===== config.mk =====
export PLATFORM = sky130hd
export DESIGN_NAME = rs_gf64_codeword_check_top
export DESIGN_NICKNAME = d
export VERILOG_FILES = /design/src/sv/rsgf_pkg.sv /design/src/sv/rsgf_cell.sv /design/src/sv/rs_gf64_codeword_check_top.sv
export SDC_FILE = /design/constraint.sdc
export NUM_CORES = 1
export LEC_CHECK = 0
export BUFFER_PORTS_ARGS = -buffer_cell sky130_fd_sc_hd__buf_2
export CAP_MARGIN = 20
export CORE_MARGIN = 4
export CORE_UTILIZATION = 58
export DETAILED_ROUTE_END_ITERATION = 7
export MAX_ROUTING_LAYER = met4
export PLACE_DENSITY_LB_ADDON = 0.05
export SYNTH_ARGS = -nofsm -noshare
export SYNTH_HDL_FRONTEND = slang
export SYNTH_SLANG_ARGS = --single-unit

===== constraint.sdc =====
create_clock -name clk_i -period 2.5 [get_ports clk_i]
set_input_delay 0.125 -clock clk_i [delete_from_list [all_inputs] [get_ports clk_i]]
set_output_delay 0.125 -clock clk_i [all_outputs]
set_load 0.1 [all_outputs]

===== src/sv/rsgf_pkg.sv =====
// Shared constants, types and GF(64) arithmetic for the RS(63,42) codeword checker.
// Used by rsgf_cell and rs_gf64_codeword_check_top; depends on nothing else.
`default_nettype none

package rsgf_pkg;

  // Symbol width and number of remainder stages (degree of the generator).
  localparam int unsigned SymW          = 6;
  localparam int unsigned ParitySymbols = 21;

  // Field polynomial x^6 + x + 1.
  localparam logic [SymW:0] GfPoly = 7'h43;

  // Generator coefficients, index equals degree; the top entry is the monic 1.
  localparam logic [SymW-1:0] GenCoef [0:ParitySymbols] = '{
    6'd58, 6'd62, 6'd59, 6'd7,  6'd35, 6'd58, 6'd63, 6'd47, 6'd51, 6'd6,  6'd33,
    6'd43, 6'd44, 6'd27, 6'd7,  6'd53, 6'd39, 6'd62, 6'd52, 6'd41, 6'd44, 6'd1
  };

  typedef logic [SymW-1:0] sym_t;

  // Per-request control that every stage of the chain sees.
  typedef struct packed {
    logic shift;  // a request is taken this cycle
    logic clear;  // the request ends the codeword
  } cell_ctrl_t;

  // GF(64) multiply by shift and add, reduced by the field polynomial.
  function automatic sym_t gf_mul(input sym_t a, input sym_t b);
    logic [SymW:0] x;
    sym_t          acc;
    x   = {1'b0, a};
    acc = '0;
    for (int k = 0; k < SymW; k++) begin
      if (b[k]) begin
        acc = acc ^ x[SymW-1:0];
      end
      x = {x[SymW-1:0], 1'b0};
      if (x[SymW]) begin
        x = x ^ GfPoly;
      end
    end
    return acc;
  endfunction

endpackage

`default_nettype wire


===== src/sv/rsgf_cell.sv =====
// One stage of the generator-division LFSR: holds one remainder coefficient.
// Depends on rsgf_pkg for the symbol type, control struct and GF multiply.
`default_nettype none

module rsgf_cell (
  input  wire                       clk_i,
  input  wire                       rst_ni,
  input  wire rsgf_pkg::cell_ctrl_t ctrl_i,
  input  wire rsgf_pkg::sym_t       coef_i,
  input  wire rsgf_pkg::sym_t       feedback_i,
  input  wire rsgf_pkg::sym_t       prev_i,
  output rsgf_pkg::sym_t            rem_o,
  output logic                      nonzero_o
);

  rsgf_pkg::sym_t rem_q;
  rsgf_pkg::sym_t rem_d;

  // Shift in the lower neighbor and fold back the leaving top coefficient.
  assign rem_d     = prev_i ^ rsgf_pkg::gf_mul(feedback_i, coef_i);
  assign nonzero_o = |rem_d;
  assign rem_o     = rem_q;

  // The remainder clears once the last symbol of a codeword is taken.
  always_ff @(posedge clk_i or negedge rst_ni) begin
    if (!rst_ni) begin
      rem_q <= '0;
    end else if (ctrl_i.shift) begin
      rem_q <= ctrl_i.clear ? '0 : rem_d;
    end
  end

endmodule

`default_nettype wire


===== src/sv/rs_gf64_codeword_check_top.sv =====
// RS(63,42) GF(64) codeword checker: a 21-stage LFSR divides by the generator.
// One symbol request is taken per cycle while in_ready_o is high; the check
// result of a codeword appears in the output register in the cycle after its
// last symbol is taken. The rate is set by the LFSR update of the cell chain.
// Reset clears the remainder chain and the output register; no clearing pass.
// Depends on rsgf_pkg and rsgf_cell.
`default_nettype none

module rs_gf64_codeword_check_top (
  input  wire        clk_i,
  input  wire        rst_ni,
  input  wire        in_valid_i,
  output logic       in_ready_o,
  input  wire  [5:0] symbol_i,
  input  wire        last_symbol_i,
  output logic       out_valid_o,
  input  wire        out_ready_i,
  output logic       codeword_valid_o
);

  localparam int unsigned NCells = rsgf_pkg::ParitySymbols;

  rsgf_pkg::sym_t       rem     [NCells];
  logic [NCells-1:0]    nonzero;
  rsgf_pkg::cell_ctrl_t ctrl;
  logic                 in_acc;
  logic                 out_valid_q;
  logic                 result_q;

  // The output register frees up in the same cycle it is drained.
  assign in_ready_o = !out_valid_q || out_ready_i;
  assign in_acc     = in_valid_i && in_ready_o;
  assign ctrl.shift = in_acc;
  assign ctrl.clear = last_symbol_i;

  // Chain of remainder stages; stage zero takes the incoming symbol.
  for (genvar i = 0; i < NCells; i++) begin : g_cell
    rsgf_cell u_cell (
      .clk_i      (clk_i),
      .rst_ni     (rst_ni),
      .ctrl_i     (ctrl),
      .coef_i     (rsgf_pkg::GenCoef[i]),
      .feedback_i (rem[NCells-1]),
      .prev_i     ((i == 0) ? symbol_i : rem[(i == 0) ? 0 : i-1]),
      .rem_o      (rem[i]),
      .nonzero_o  (nonzero[i])
    );
  end

  // Result register: loaded on the last symbol, held until taken.
  always_ff @(posedge clk_i or negedge rst_ni) begin
    if (!rst_ni) begin
      out_valid_q <= 1'b0;
      result_q    <= 1'b0;
    end else if (in_acc && last_symbol_i) begin
      out_valid_q <= 1'b1;
      result_q    <= ~|nonzero;
    end else if (out_ready_i) begin
      out_valid_q <= 1'b0;
    end
  end

  assign out_valid_o      = out_valid_q;
  assign codeword_valid_o = result_q;

  // After a codeword ends, the first, middle and last remainder stages are zero.
  a_clear_after_last : assert property (@(posedge clk_i) disable iff (!rst_ni)
    in_acc && last_symbol_i |=> (rem[0] == '0) && (rem[NCells-1] == '0)
      && (rem[NCells/2] == '0))
    else $error("remainder not cleared after last symbol");

  // A result only appears as the answer to a last symbol.
  a_result_source : assert property (@(posedge clk_i) disable iff (!rst_ni)
    $rose(out_valid_o) |-> $past(in_acc && last_symbol_i))
    else $error("result without a last symbol");

  // Input is held back only while an untaken result blocks the register.
  a_ready_stall : assert property (@(posedge clk_i) disable iff (!rst_ni)
    !in_ready_o |-> out_valid_o && !out_ready_i)
    else $error("input stalled without a pending result");

  // A last symbol always produces a pending result in the next cycle.
  a_last_result : assert property (@(posedge clk_i) disable iff (!rst_ni)
    in_acc && last_symbol_i |=> out_valid_o && (codeword_valid_o == $past(~|nonzero)))
    else $error("result of last symbol lost");

endmodule

`default_nettype wire

==> flow_summary.toml, run 1 <==
[final_layout]
drive_gt1_share_pct = 24.3
regArea_sq_mm = 0.00321
nets = 960
final_area_sq_mm = 0.0101
synthToLayoutAreaGrowth_pct = 25.7
fill_cells = 936
multi_input_area_sq_mm = 0.00484
num_antenna_cells = 0
final_core_util_pct = 75.1

[global_route]
gr-usage-met3_pct = 9.81
grt_max_degree = 77
overflow = 0
met1_usage_pct = 45.2
grt.total_usage_pct = 34.6
grt_pass1_wl_microns = 39700
busiest_layer = "met2"
grtUsageMet2_pct = 51.6
grt_pass1_vias = 6765
grt_antenna_before_repair = 0

[timing]
fmax_mhz = 387
grt_setup_unrepaired = "yes"
hold_viol_final = 0
fin_setup_tns_ns = -0.0857
setup_viol = 1
worst_slew_pin_slew_ns = 0.587
finalWorstSetupSlack_ns = -0.0857
period_minus_slack_ns = 2.59
finalClockSkew_ns = 0.00963
finalCritPeriodShare_pct = 103
slew-limit-headroom_pct = 60.6
slew_violations = 0

[floorplanning]
die_area_sq_mm = 0.0158
core_area_sq_mm = 0.0134
rows = 42
start_util_pct = 59.8
die_w_microns = 126
ios = 14
fp.dieH_microns = 126

[run_status]
status = "finished with violations"
failed_checks = "setup timing"

[place]
io_buffer_count = 13
dp_hpwl_microns = 19000
routabilityCongestion = 1.03
placed_area_sq_mm = 0.00908

[synth]
ys_async_sr_fraction_pct = 100
synth_edf_count = 0
ys_top_cells_by_count = "nand2_1 (130), dfrtp_1 (128), xnor2_1 (123)"
synth_top_area_share_pct = 40.0
syn_area_per_cell_sq_um = 9.68
yosysMostFrequentCell = "nand2_1"
ys_seq_area_share_pct = 40.0
synth.net_count = 839
synth.top_cells.by_area = "dfrtp_1 (40%), xnor2_1 (13%), xor2_1 (10%)"
yosysTopAreaCell = "dfrtp_1"
synth-seq-cells = 128
syn_area_sq_mm = 0.00801
ys_types = 58
yosysWarnings = 0
synthFlopType = "dfrtp_1"
synth_cells = 828

[critical_path]
crit_buf_inv = 3
cp.arrival_ns = 2.93
crit_family = "simple AND/OR/NAND/NOR gates"
path_cells = "buf_6, buf_8, xnor2_4, xnor2_2, and3_1, o221ai_2, nor4_2, buf_4, nand4_1, o31ai_2"
critical_path_required_ns = 2.84
crit_fanout = 6
critPathKind = "reg2reg"
crit_path_end_kind = "flop"
slowest_stage = "dfrtp_2"
start_kind = "flop"
slowest_delay_ns = 0.45

[routing]
vias = 6812
drtAntennaViolNets = 0
avgRoutedWirePerCell_microns = 22.8
drc_errors = 0
vias_per_cell = 5.99
wl_microns = 25900
first_pass_iters = 7
drt_iter0_drc = 768

[clock_network]
clk_pin_slew_ns = 0.06
ctsLongestPathBuffers = 2
cts.htree.levels = 4
cts_num_sinks = 128
cts_tree = "yes"
cts-root-buf = "clkbuf_16"
worstSkewPairLatency_ns = 0.43
cts_inserted_buffers = 17

[worst_hold_path]
hp-class = "in2reg"

[job]
drv_cap = 0
==> cell usage in the layout (no fill, tap or decap), types with 9 or more instances in the layout <==
cell,n
xor2_1,84
mux2i_1,10
clkbuf_16,17
dfrtp_1,124
nor2_1,18
buf_12,9
o21ai_0,103
nand2_1,128
xnor2_1,117
a22o_1,17
nor3_1,16
and3_1,13
buf_4,116
nand4_1,9
buf_2,12
xnor2_2,9
xor2_2,12
==> per-stage QoR <==
stage	worst slack (ns)	instances	hold WS, ns
2_1_floorplan	0.0413	828	-0.171
3_3_place_gp	-0.158	1089	0.143
3_5_place_dp	-0.156	1089	0.138
4_1_cts	0.00122	1128	0.00549
5_1_grt	-0.127	1138	0.0254
6_report	-0.0857	1138	0.0179
==> registers in the layout (all words and copies together), names as in the netlist <==
| signal | count |
|---|---|
| g_cell.u_cell.rem_o | 126 |
| codeword_valid_o | 1 |
| out_valid_o | 1 |
==> final cells by class <==
type / count / share of cell area, %
multi-input cells: 650 / 48.0
flip-flops and latches: 128 / 31.9
repair buffers: 147 / 12.2
clock buffers: 20 / 4.44
well taps: 176 / 2.19
clock inverters: 12 / 1.16
inverters: 5 / 0.186
==> layer usage <==
metal / part of all wire (%) / wire [microns]
met1: 40 / 10400
met2: 46 / 12000
met3: 10 / 2630
met4: 3.6 / 927
met5: 0 / 0
==> kinds of logic after synthesis <==
kind of cell	share of synthesized area, %
xor gates and xnor gates	29.2
AOI/OAI and AO/OA	12.4
DFF	40.0
buffers and inverters	3.20
muxes	1.51
and+or+nand+nor	13.6
==> what timing repair did <==
action                                  in CTS  in global routing
buffers inserted                             4                 11
endpoints found under the setup margin       1                  1
cloned                                       0                  0
hold buffers                                 3                  0
hold endpoints to repair                    56                  0
pin swaps                                    2                 16
resized for setup                           17                 35
==> path summary, 6_finish.rpt <==
check,start,to,slack [ns],cells after the start
worst min-delay path,out_ready_i,out_valid_o$_DFFE_PN0P_,0.02,3
worst min register to register,g_cell[1].u_cell.rem_o[0]$_DFFE_PN0P_,g_cell[1].u_cell.rem_o[0]$_DFFE_PN0P_,0.50,2
min in group asynchronous,rst_ni,g_cell[8].u_cell.rem_o[1]$_DFFE_PN0P_,0.25,2
max in group asynchronous,rst_ni,g_cell[20].u_cell.rem_o[4]$_DFFE_PN0P_,1.47,3
worst max-delay path,g_cell[20].u_cell.rem_o[4]$_DFFE_PN0P_,codeword_valid_o$_DFFE_PN0P_,-0.09,10
worst max register to register,g_cell[20].u_cell.rem_o[4]$_DFFE_PN0P_,codeword_valid_o$_DFFE_PN0P_,-0.09,10
==> tightest hold or removal path, delay by kind of cell <==
family / cells / cell delay (ns)
buf+inv: 1 / 0.07
simple gates: 2 / 0.21
Power of run 1 is left out: the tool's default activity adds up to more than one toggle a clock period on the data nets, which glitch-free logic cannot reach.
==> inputs of run 2 (changes only) <==
SETUP_SLACK_MARGIN = 0.2   (was default)
==> flow_summary.toml, run 2 (synthesis gave the netlist of run 1 again) <==
[routing]
drtAntennaViolNets = 0
wl_microns = 27700
first_pass_iters = 6
drc_errors = 0
avgRoutedWirePerCell_microns = 24.1
drt_iter0_drc = 844
vias_per_cell = 6.09
vias = 6986

[critical_path]
path_cells = "buf_12, buf_12, xnor2_4, xnor2_4, xor2_1, nand4_1, a2111oi_2, nand4_1, o31ai_2"
critPathLaunch = "g_cell[20].u_cell.rem_o[0]$_DFFE_PN0P_"
critical_path_required_ns = 2.84
r2r_setup_slack_ns = -0.08
crit_buf_inv = 2
critPathKind = "reg2reg"
crit_fanout = 5
slowest_delay_ns = 0.42
crit_path_end_kind = "flop"
cp.arrival_ns = 2.92
start_kind = "flop"
r2r-start = "g_cell[20].u_cell.rem_o[0]$_DFFE_PN0P_"
crit_family = "XOR/XNOR gates"
slowest_stage = "dfrtp_2"

[timing]
setup_viol = 1
grt_setup_unrepaired = "yes"
slew-limit-headroom_pct = 54.8
slew_violations = 0
fmax_mhz = 388
finalCritPeriodShare_pct = 103
hold_viol_final = 0
finalClockSkew_ns = 0.00554
period_minus_slack_ns = 2.58
finalWorstSetupSlack_ns = -0.0802
worst_slew_pin_slew_ns = 0.674

[final_layout]
synthToLayoutAreaGrowth_pct = 29.5
nets = 970
largest_reg_flops = 126
num_antenna_cells = 0
drive_gt1_share_pct = 26.1
final_common_cell = "nand2_1"
final_cell_mix = "nand2_1 (128), dfrtp_1 (124), buf_4 (117), xnor2_1 (112), o21ai_0 (105)"
final_core_util_pct = 77.5

[run_status]
failed_checks = "setup timing"
status = "finished with violations"

[global_route]
overflow = 0
grt_pass1_vias = 6787
grt_max_degree = 77
grt_antenna_before_repair = 0
grt.total_usage_pct = 36.5
grt_pass1_wl_microns = 41600

[floorplanning]
rows = 42
ios = 14
fp.dieH_microns = 126
start_util_pct = 59.8
die_w_microns = 126
core_area_sq_mm = 0.0134
die_area_sq_mm = 0.0158

[place]
routabilityCongestion = 0.965
io_buffer_count = 13
dp_hpwl_microns = 19400

[worst_hold_path]
min_from = "out_ready_i"
hp-class = "in2reg"

[clock_network]
cts.htree.levels = 4
cts_tree = "yes"
clk_pin_slew_ns = 0.06
cts-root-buf = "clkbuf_16"
cts_num_sinks = 128
ctsLongestPathBuffers = 2
worstSkewPairLatency_ns = 0.43
cts_inserted_buffers = 17

[job]
drv_cap = 0
==> run 2: cell types whose count changed in the layout (fill, tap and decap cells not counted), moves of 3 or more <==
| cell | delta |
|---|---|
| xnor2_2 | +4 |
| buf_12 | +8 |
| inv_6 | +4 |
| clkinv_2 | -6 |
| xor2_2 | +3 |
| xor2_1 | -3 |
| xnor2_1 | -5 |
| clkinv_4 | +4 |
==> run 2: worst paths after layout <==
kind,to,cells after the start
max in group asynchronous,out_valid_o$_DFFE_PN0P_,3
worst min-delay path,out_valid_o$_DFFE_PN0P_,3
worst max-delay path,codeword_valid_o$_DFFE_PN0P_,9
worst min register to register,g_cell[5].u_cell.rem_o[0]$_DFFE_PN0P_,2
worst max register to register,codeword_valid_o$_DFFE_PN0P_,9
min in group asynchronous,g_cell[12].u_cell.rem_o[0]$_DFFE_PN0P_,2
==> run 2: metrics by stage <==
| stage | setup TNS (ns) | hold slack, ns | instances | cell area (sq um) | setup WS (ns) |
|---|---|---|---|---|---|
| floorplan | 0 | -0.171 | 828 | 8090 | 0.226 |
| global placement | -0.288 | 0.112 | 1085 | 9130 | -0.288 |
| detailed placement | -0.319 | 0.117 | 1085 | 9130 | -0.319 |
| CTS | 0 | 0.00138 | 1140 | 10100 | 0.0429 |
| global route | -0.133 | 0.00359 | 1148 | 10400 | -0.133 |
| finish | -0.0802 | 0.00154 | 1148 | 10400 | -0.0802 |
==> run 2: cell type report <==
class	instances	area, sq um
Sequential cell	128	3210
Inverter	5	21.3
Tap cell	176	220
Clock buffer	18	429
Clock inverter	14	179
Fill cell	917	3020
Multi-Input combinational cell	650	4890
Timing Repair Buffer	157	1420
==> run 2: worst register-to-register path, delay by kind of cell, from the launching register on <==
family	cells	cell delay (ns)
buffers and inverters	2	0.28
xor gates and xnor gates	3	0.86
DFF	1	0.42
and+or+nand+nor	2	0.32
AOI/OAI and AO/OA	2	0.60
==> run 2: metal layers <==
layer	up-vias	part of all wire [%]	global-route usage, %
li1	3074	-	-
met1	3412	41	48.5
met2	400	46	54.5
met3	100	9.2	8.78
met4	0	4.4	13.8
met5	-	0	-
==> run 2: timing repair <==
action | 4_1_cts | 5_1_grt
buffers inserted | 21 | 7
endpoints found under the setup margin | 2 | 1
hold endpoints to repair | 55 | 0
resized for setup | 22 | 33
gates cloned | 0 | 1
pin swaps | 16 | 22
hold buffers | 2 | 0
Power of run 2 is left out for the same reason.
